### src/rtl/core/scl_pkg.sv
// ----------------------------------------------------------------------------
// scl_pkg
// Types, codes and helpers shared by the scroll axis lock converter.
// ----------------------------------------------------------------------------
package scl_pkg;

  localparam int MOTION_BITS = 16;
  localparam int PROBE_BITS  = 18;
  localparam int RESID_BITS  = 24;
  localparam int STEP_BITS   = PROBE_BITS + 1;
  localparam int DIV_BITS    = 8;
  localparam int TICK_MAX    = 127;

  localparam logic [1:0] REQ_MOTION = 2'd0;
  localparam logic [1:0] REQ_HOLD   = 2'd1;
  localparam logic [1:0] REQ_TOGGLE = 2'd2;

  localparam logic [1:0] CFG_LOCK_THRESHOLD = 2'd0;
  localparam logic [1:0] CFG_SCROLL_DIVISOR = 2'd1;
  localparam logic [1:0] CFG_RELOCK_MS      = 2'd2;

  localparam logic [9:0]  THRESHOLD_RESET = 10'd16;
  localparam logic [7:0]  DIVISOR_RESET   = 8'd12;
  localparam logic [15:0] RELOCK_RESET    = 16'd300;

  typedef enum logic [1:0] {
    AXIS_NONE = 2'd0,
    AXIS_VERT = 2'd1,
    AXIS_HORZ = 2'd2
  } axis_t;

  typedef enum logic [2:0] {
    ST_IDLE,
    ST_CHECK,
    ST_PROBE,
    ST_LOCK,
    ST_RESID,
    ST_DIV,
    ST_FIX,
    ST_DONE
  } fsm_t;

  typedef struct packed {
    logic [1:0]         req_type;
    logic               key_pressed;
    logic signed [15:0] dx;
    logic signed [15:0] dy;
    logic signed [7:0]  in_wheel_v;
    logic signed [7:0]  in_wheel_h;
    logic [31:0]        now_ms;
  } req_item_t;

  typedef struct packed {
    logic signed [15:0] out_x;
    logic signed [15:0] out_y;
    logic signed [7:0]  out_wheel_v;
    logic signed [7:0]  out_wheel_h;
    logic               scroll_on;
  } rsp_item_t;

  function automatic logic signed [15:0] motion_sext(input logic [15:0] v);
    logic signed [15:0] r;
    for (int i = 0; i < 16; i++) begin
      r[i] = (i < MOTION_BITS) ? v[i] : v[MOTION_BITS-1];
    end
    return r;
  endfunction

  function automatic logic signed [PROBE_BITS-1:0] sat_probe(
    input logic signed [STEP_BITS-1:0] v
  );
    logic signed [STEP_BITS-1:0] hi;
    logic signed [STEP_BITS-1:0] lo;
    hi = STEP_BITS'((1 <<< (PROBE_BITS - 1)) - 1);
    lo = -STEP_BITS'(1 <<< (PROBE_BITS - 1));
    if (v > hi) return hi[PROBE_BITS-1:0];
    if (v < lo) return lo[PROBE_BITS-1:0];
    return v[PROBE_BITS-1:0];
  endfunction

  function automatic logic signed [RESID_BITS-1:0] sat_resid(
    input logic signed [RESID_BITS:0] v
  );
    if (v[RESID_BITS] != v[RESID_BITS-1]) begin
      return v[RESID_BITS] ? {1'b1, {(RESID_BITS-1){1'b0}}} : {1'b0, {(RESID_BITS-1){1'b1}}};
    end
    return v[RESID_BITS-1:0];
  endfunction

endpackage

### src/rtl/core/scl_div.sv
// ----------------------------------------------------------------------------
// scl_div
// Restoring divider, one quotient bit per cycle, for residual magnitudes.
// ----------------------------------------------------------------------------
module scl_div import scl_pkg::*; (
  input  logic                  clk,
  input  logic                  rst,
  input  logic                  start,
  input  logic [RESID_BITS-1:0] dividend,
  input  logic [DIV_BITS-1:0]   divisor,
  output logic                  done,
  output logic [RESID_BITS-1:0] quotient,
  output logic [DIV_BITS-1:0]   remainder
);

  localparam int CNT_BITS = $clog2(RESID_BITS);

  logic                busy;
  logic [CNT_BITS-1:0] cnt;
  logic [RESID_BITS-1:0] quo;
  logic [DIV_BITS-1:0]   rem;
  logic [DIV_BITS-1:0]   dvs;
  logic [DIV_BITS+1:0]   trial;

  assign trial = {1'b0, rem, quo[RESID_BITS-1]} - {2'b00, dvs};

  always_ff @(posedge clk) begin
    if (rst) begin
      busy <= 1'b0;
      done <= 1'b0;
    end else begin
      done <= 1'b0;
      if (start) begin
        busy <= 1'b1;
      end else if (busy && cnt == CNT_BITS'(RESID_BITS - 1)) begin
        busy <= 1'b0;
        done <= 1'b1;
      end
    end
  end

  always_ff @(posedge clk) begin
    if (start) begin
      quo <= dividend;
      rem <= '0;
      dvs <= divisor;
      cnt <= '0;
    end else if (busy) begin
      quo <= {quo[RESID_BITS-2:0], ~trial[DIV_BITS+1]};
      rem <= trial[DIV_BITS+1] ? {rem[DIV_BITS-2:0], quo[RESID_BITS-1]} : trial[DIV_BITS-1:0];
      cnt <= cnt + CNT_BITS'(1);
    end
  end

  assign quotient  = quo;
  assign remainder = rem;

endmodule

### src/rtl/core/scroll_axis_lock_converter.sv
// ----------------------------------------------------------------------------
// scroll_axis_lock_converter
// Key events and pass-through reports go from check to done; scroll motion
// runs probe and lock when no axis is held or it is stale, then residual,
// divider and fix. The next transaction is accepted once the sequencer is
// back in idle, even while the last result waits on rsp_stall.
// Reset: synchronous; mode off, no axis, probes and residual cleared,
// registers back to threshold 16, divisor 12, relock 300 ms.
// ----------------------------------------------------------------------------
module scroll_axis_lock_converter import scl_pkg::*; (
  input  logic      clk,
  input  logic      rst,
  input  logic      req_valid,
  output logic      req_stall,
  input  req_item_t req,
  output logic      rsp_valid,
  input  logic      rsp_stall,
  output rsp_item_t rsp,
  input  logic      cfg_valid,
  output logic      cfg_ready,
  input  logic [1:0]  cfg_index,
  input  logic [15:0] cfg_data
);

  fsm_t state;
  fsm_t state_next;

  logic [9:0]  lock_threshold;
  logic [7:0]  scroll_divisor;
  logic [15:0] relock_ms;

  logic                         mode_active;
  axis_t                        locked_axis;
  logic signed [PROBE_BITS-1:0] probe_sum_x;
  logic signed [PROBE_BITS-1:0] probe_sum_y;
  logic signed [RESID_BITS-1:0] tick_residual;
  logic [31:0]                  last_motion_time;

  req_item_t                    item;
  rsp_item_t                    res;
  logic signed [STEP_BITS-1:0]  motion;
  logic [RESID_BITS-1:0]        resid_mag;

  logic signed [15:0]           dxm;
  logic signed [15:0]           dym;
  logic                         stale;
  logic                         zero_motion;
  logic signed [STEP_BITS-1:0]  pxw;
  logic signed [STEP_BITS-1:0]  pyw;
  logic [STEP_BITS-1:0]         ax;
  logic [STEP_BITS-1:0]         ay;
  logic [STEP_BITS-1:0]         probe_mag;
  logic                         below;
  logic signed [RESID_BITS:0]   resid_sum;
  logic signed [RESID_BITS-1:0] resid_sat;
  logic signed [RESID_BITS:0]   resid_w;
  logic [DIV_BITS-1:0]          dvs;
  logic                         div_start;
  logic                         div_done;
  logic [RESID_BITS-1:0]        div_q;
  logic [DIV_BITS-1:0]          div_r;
  logic                         clamp;
  logic [6:0]                   tick_mag;
  logic [14:0]                  d127;
  logic [RESID_BITS-1:0]        new_mag;
  logic [7:0]                   ticks;
  logic                         rsp_load;

  assign req_stall = (state != ST_IDLE);
  assign cfg_ready = 1'b1;
  assign rsp_load  = (state == ST_DONE) && (!rsp_valid || !rsp_stall);

  assign dxm         = motion_sext(item.dx);
  assign dym         = motion_sext(item.dy);
  assign zero_motion = (dxm == 16'sd0) && (dym == 16'sd0);
  assign stale       = (relock_ms != 16'd0) && (locked_axis != AXIS_NONE) &&
                       ((item.now_ms - last_motion_time) > {16'd0, relock_ms});

  assign pxw       = STEP_BITS'(probe_sum_x);
  assign pyw       = STEP_BITS'(probe_sum_y);
  assign ax        = (pxw < 0) ? STEP_BITS'(-pxw) : STEP_BITS'(pxw);
  assign ay        = (pyw < 0) ? STEP_BITS'(-pyw) : STEP_BITS'(pyw);
  assign probe_mag = ax + ay;
  assign below     = probe_mag < STEP_BITS'(lock_threshold);

  assign resid_sum = (RESID_BITS+1)'(tick_residual) + (RESID_BITS+1)'(motion);
  assign resid_sat = sat_resid(resid_sum);
  assign resid_w   = (RESID_BITS+1)'(resid_sat);
  assign dvs       = (scroll_divisor == 8'd0) ? 8'd1 : scroll_divisor;
  assign div_start = (state == ST_RESID);

  assign clamp    = |div_q[RESID_BITS-1:7];
  assign tick_mag = clamp ? 7'(TICK_MAX) : div_q[6:0];
  assign d127     = {dvs, 7'd0} - {7'd0, dvs};
  assign new_mag  = clamp ? (resid_mag - RESID_BITS'(d127)) : RESID_BITS'(div_r);
  assign ticks    = tick_residual[RESID_BITS-1] ? (8'd0 - {1'b0, tick_mag}) : {1'b0, tick_mag};

  scl_div u_div (
    .clk       (clk),
    .rst       (rst),
    .start     (div_start),
    .dividend  (resid_w[RESID_BITS] ? RESID_BITS'(-resid_w) : RESID_BITS'(resid_w)),
    .divisor   (dvs),
    .done      (div_done),
    .quotient  (div_q),
    .remainder (div_r)
  );

  always_ff @(posedge clk) begin
    if (rst) begin
      state <= ST_IDLE;
    end else begin
      state <= state_next;
    end
  end

  always_comb begin
    state_next = state;
    unique case (state)
      ST_IDLE: begin
        if (req_valid) state_next = ST_CHECK;
      end
      ST_CHECK: begin
        if (item.req_type != REQ_MOTION || !mode_active || zero_motion) begin
          state_next = ST_DONE;
        end else if (stale || locked_axis == AXIS_NONE) begin
          state_next = ST_PROBE;
        end else begin
          state_next = ST_RESID;
        end
      end
      ST_PROBE: state_next = ST_LOCK;
      ST_LOCK:  state_next = below ? ST_DONE : ST_RESID;
      ST_RESID: state_next = ST_DIV;
      ST_DIV: begin
        if (div_done) state_next = ST_FIX;
      end
      ST_FIX:   state_next = ST_DONE;
      ST_DONE: begin
        if (!rsp_valid || !rsp_stall) state_next = ST_IDLE;
      end
      default:  state_next = ST_IDLE;
    endcase
  end

  always_ff @(posedge clk) begin
    if (rst) begin
      lock_threshold <= THRESHOLD_RESET;
      scroll_divisor <= DIVISOR_RESET;
      relock_ms      <= RELOCK_RESET;
    end else if (cfg_valid && cfg_ready) begin
      unique case (cfg_index)
        CFG_LOCK_THRESHOLD: lock_threshold <= cfg_data[9:0];
        CFG_SCROLL_DIVISOR: scroll_divisor <= cfg_data[7:0];
        CFG_RELOCK_MS:      relock_ms      <= cfg_data;
        default: ;
      endcase
    end
  end

  always_ff @(posedge clk) begin
    if (rst) begin
      mode_active      <= 1'b0;
      locked_axis      <= AXIS_NONE;
      probe_sum_x      <= '0;
      probe_sum_y      <= '0;
      tick_residual    <= '0;
      last_motion_time <= '0;
      rsp_valid        <= 1'b0;
    end else begin
      if (rsp_load) begin
        rsp_valid <= 1'b1;
      end else if (rsp_valid && !rsp_stall) begin
        rsp_valid <= 1'b0;
      end
      case (state)
        ST_IDLE: begin
          if (req_valid) item <= req;
        end
        ST_CHECK: begin
          if (item.req_type != REQ_MOTION) begin
            res <= '0;
            if (item.req_type == REQ_HOLD || (item.req_type == REQ_TOGGLE && item.key_pressed)) begin
              mode_active   <= (item.req_type == REQ_HOLD) ? item.key_pressed : !mode_active;
              locked_axis   <= AXIS_NONE;
              probe_sum_x   <= '0;
              probe_sum_y   <= '0;
              tick_residual <= '0;
            end
          end else if (!mode_active) begin
            res <= {dxm, dym, item.in_wheel_v, item.in_wheel_h, 1'b0};
          end else begin
            res <= {16'd0, 16'd0, item.in_wheel_v, item.in_wheel_h, 1'b0};
            if (!zero_motion) begin
              last_motion_time <= item.now_ms;
              if (stale) begin
                locked_axis   <= AXIS_NONE;
                probe_sum_x   <= '0;
                probe_sum_y   <= '0;
                tick_residual <= '0;
              end
              motion <= (locked_axis == AXIS_VERT) ? -STEP_BITS'(dym) : STEP_BITS'(dxm);
            end
          end
        end
        ST_PROBE: begin
          probe_sum_x <= sat_probe(pxw + STEP_BITS'(dxm));
          probe_sum_y <= sat_probe(pyw + STEP_BITS'(dym));
        end
        ST_LOCK: begin
          if (!below) begin
            locked_axis <= (ay >= ax) ? AXIS_VERT : AXIS_HORZ;
            motion      <= (ay >= ax) ? -pyw : pxw;
          end
        end
        ST_RESID: begin
          tick_residual <= resid_sat;
          resid_mag     <= resid_w[RESID_BITS] ? RESID_BITS'(-resid_w) : RESID_BITS'(resid_w);
        end
        ST_FIX: begin
          tick_residual <= tick_residual[RESID_BITS-1] ? (RESID_BITS'(0) - new_mag) : new_mag;
          if (locked_axis == AXIS_VERT) begin
            res.out_wheel_v <= ticks;
          end else begin
            res.out_wheel_h <= ticks;
          end
        end
        ST_DONE: begin
          if (rsp_load) begin
            rsp <= {res.out_x, res.out_y, res.out_wheel_v, res.out_wheel_h, mode_active};
          end
        end
        default: ;
      endcase
    end
  end

endmodule
### config.mk
export PLATFORM = sky130hd
export DESIGN_NAME = scroll_axis_lock_converter
export DESIGN_NICKNAME = d
export VERILOG_FILES = /design/src/rtl/core/scl_pkg.sv /design/src/rtl/core/scl_div.sv /design/src/rtl/core/scroll_axis_lock_converter.sv
export SDC_FILE = /design/constraint.sdc
export NUM_CORES = 1
export LEC_CHECK = 0
export ABC_CLOCK_PERIOD_IN_PS = 10800
export BUFFER_PORTS_ARGS = -buffer_cell sky130_fd_sc_hd__clkbuf_2
export CORE_ASPECT_RATIO = 0.8
export CORE_MARGIN = 2
export CORE_UTILIZATION = 48
export CTS_CLUSTER_DIAMETER = 40
export DETAILED_ROUTE_END_ITERATION = 7
export GPL_ROUTABILITY_DRIVEN = 0
export PLACE_DENSITY = 0.65
export SLEW_MARGIN = 0
export SYNTH_ARGS = -nofsm -noshare
export SYNTH_HDL_FRONTEND = slang
export SYNTH_HIERARCHICAL = 1
export SYNTH_SLANG_ARGS = --single-unit
### constraint.sdc
create_clock -name clk -period 10.8 [get_ports clk]
set_clock_uncertainty 0.15 [all_clocks]
set_input_delay 2.16 -clock clk [delete_from_list [all_inputs] [get_ports clk]]
set_output_delay 2.16 -clock clk [all_outputs]
set_load 0.01 [all_outputs]
==> impl_metrics.yaml <==
clock_tree:
  root_buffer: "clkbuf_16"
  cts_buffer_depth: 3
  cts_setup_buffers: 0
  cts_tree: "built"
  postCtsHoldBufs: 0
  cts.sinks: 403
  postCtsResizedCells: 0
  cts_buffers: 56
  clkTransAtPathRegs_ns: 0.06
  h-tree-depth: 2
  clk_latency_ns: 0.62
hold_path:
  min_path_type: "reg2reg"
  hp-start: "res[16]"
timing:
  drv_slew: 0
  min_period_over_period_pct: 61.5
  finalSetupTns_ns: 0
  fmax_mhz: 151
  worstMarginPinSlew_ns: 1.27
  rsz0062_at_grt: "false"
  slew_headroom_pct: 13.5
  period_minus_slack_ns: 6.64
  finalHoldViolCount: 0
  finalSetupViolCount: 0
global_routing:
  antenna_found_initial: 5
  grt_pass1_wl_mm: 121
  globalRoute.busiestLayer: "met2"
  grt_pass1_vias: 22100
  grt-ovfl-total: 0
  grt_max_degree: 68
  use_met1_pct: 37.2
  track_usage_pct: 26.4
  grt.met2_usage_pct: 40.5
  grt_use_met3_pct: 5.39
logic_synthesis:
  synth_cells: 2969
  yosysSeqAreaShare_pct: 39.7
  ys_warn_count: 6
  synth-edff-count: 255
  synth-seq-cells: 403
  synth_area_um2: 26800
  syn_area_per_cell_um2: 9.02
  async_flop_share_pct: 0
  yosysUniqueCellTypes: 90
  synth-main-ff-cell: "edfxtp_1"
cells_and_area:
  drive_gt1_share_pct: 11.3
  final_area_um2: 30000
  fin_nets: 3368
  area_growth_pct: 11.9
  n_fill_cell: 4984
  diodes: 0
status:
  outcome: "completed"
die:
  fp.dieW_um: 268
  rows: 77
  start_util_pct: 48.5
  die_area_um2: 57700
  coreArea_um2: 55200
  io_pins: 158
  dieHeight_um: 215
worst_setup_path:
  worstPathArrival_ns: 7.03
  reg2reg_from: "probe_sum_y[0]"
  cp-end-kind: "register"
  r2r_setup_slack_ns: 4.16
  crit_fanout: 37
  crit_type: "reg2reg"
  critical_path.startpoint: "probe_sum_y[0]"
  crit_end: "locked_axis[1]"
  crit_required_ns: 11.19
  timing.rr.end: "locked_axis[1]"
  critPathLaunchType: "register"
  reg2reg_depth: 19
routing:
  ant_nets: 0
  wl_per_cell_um: 20.2
  first_iter_violations: 2581
  wl_mm: 77.9
  num_vias: 23500
  via_per_inst: 6.08
  drc: 0
  dr.pass1.iters: 6
power_and_ir_drop:
  ir_worst_vdd_v: 0.000124
  leakage_nw: 11.5
  p_per_area_nw_per_um2: 161
place:
  portBuffers: 156
  place_hpwl_mm: 58.2
  dpl_cell_area_um2: 28200
run:
  maxCapViolations: 0
-- cell type report --
class	count	area, um2	area share [%]
multi-input cells	2269	15100	50.2
flip-flops and latches	403	10600	35.4
clock buffers	65	1460	4.85
repair buffers	179	956	3.19
well taps	750	938	3.13
inverters	158	593	1.98
clock inverters	38	350	1.17
-- state kept, by name (all words and copies together), names as in the netlist, 18 cells and up --
name / flops
item: 51
motion: 19
probe_sum_x: 18
rsp: 49
tick_residual: 24
u_div/quotient: 24
probe_sum_y: 18
res: 48
resid_mag: 24
last_motion_time: 32
-- metal layers --
layer / share of wire [%] / wire (um) / vias to the layer above
met1: 45 / 34900 / 11200
met5: 0.083 / 65 / -
met4: 3.0 / 2340 / 8
li1: - / - / 11100
met3: 8.4 / 6560 / 157
met2: 44 / 34000 / 990
-- kinds of logic after synthesis --
group | Yosys count | synth area share [%]
other | 1 | 0.0140
buffers and inverters | 298 | 4.39
flip-flops | 403 | 39.7
multiplexers | 56 | 2.22
XOR/XNOR | 181 | 5.92
AO/OA/AOI/OAI | 871 | 20.8
adder cells (fa/ha/maj) | 212 | 9.94
AND/OR/NAND/NOR | 947 | 17.0
-- how the worst min path moves through the flow --
stage,end,cells after the start
finish,rsp[16],0
detailed placement,rsp[6],0
global route,rsp[1],0
global placement,rsp[21],0
CTS,rsp[16],0
floorplan,rsp[10],0
-- placed cells by master, fill, tap and decap left out, types with 58 or more instances in the layout --
master,count
edfxtp_1,255
o21ai_0,169
dfxtp_1,148
ha_1,188
a21oi_1,296
inv_1,156
clkbuf_2,155
nor3_1,58
xnor2_1,127
nand2_1,313
nor2_1,220
-- worst max-delay path: stages, from the launching register on --
cell and delay, ns:
dfxtp_1 0.35, or3_1 0.43, or3_1 0.39, or3_1 0.39
or3_4 0.37, or3_4 0.35, or3_1 0.37, or3_1 0.38
nor3_1 0.17, ha_1 0.20, ha_1 0.22, inv_1 0.10
a2111oi_0 0.61, o21ai_0 0.18, nor3_1 0.19, o211ai_1 0.13
nand2_1 0.90, nand2_1 0.09, or4_1 0.42, a21oi_1 0.15
-- cells in the mapped netlist (8+ instances only) --
cell type    n  area share [%]
or3_1       31            0.72
o22ai_1      9            0.21
a21oi_1    296             5.5
mux2_2      28             1.2
o21a_1      22            0.62
a22o_1      15            0.49
o211ai_1    26            0.73
a22oi_1     11            0.31
or4_1       13            0.36
nor2_1     223             3.1
a2111oi_0   13            0.43
nand2_1    313             4.4
a311oi_1     8            0.26
edfxtp_1   255              29
a31oi_1     39            0.91
ha_1       188             8.8
nor3b_1     14            0.39
o31ai_1     23            0.64
nand4_1     32            0.75
nor4_1      36            0.84
o311ai_0     8            0.26
a21o_1      56             1.6
mux2i_1     28             1.0
xor2_1      53             1.7
a211oi_1    40             1.1
xnor2_1    128             4.2
nor2b_1     21            0.49
o21ai_0    169             3.2
o2bb2ai_1   16            0.52
and3_1      19            0.44
nand3_1     50            0.93
clkbuf_1   122             1.7
maj3_1      17            0.64
nor3_1      62             1.2
o21bai_1    20            0.56
inv_1      156             2.2
nand2b_1    37            0.86
dfxtp_1    148              11
and2_1      49             1.1
or2_2       14            0.33
-- report_power, final --
group | switching [W] | internal (W)
combinational | 0.000761 | 0.000433
clock | 0.000748 | 0.00103
sequential | 0.0000979 | 0.00176
-- per-stage QoR --
stage | total power, W | std cells | utilization (%) | setup WS (ns) | hold slack [ns]
global route | 0.00505 | 3862 | 54.3 | 3.68 | 0.267
floorplan | 0.00272 | 2970 | - | 1.36 | 0.250
finish | 0.00484 | 3862 | 54.3 | 4.16 | 0.264
global placement | 0.00302 | 3759 | 51.0 | 4.42 | 0.251
detailed placement | 0.00305 | 3759 | 51.0 | 4.28 | 0.255
CTS | 0.00483 | 3862 | 54.3 | 4.26 | 0.264
Note: power is estimated with default switching activity, not from simulation.
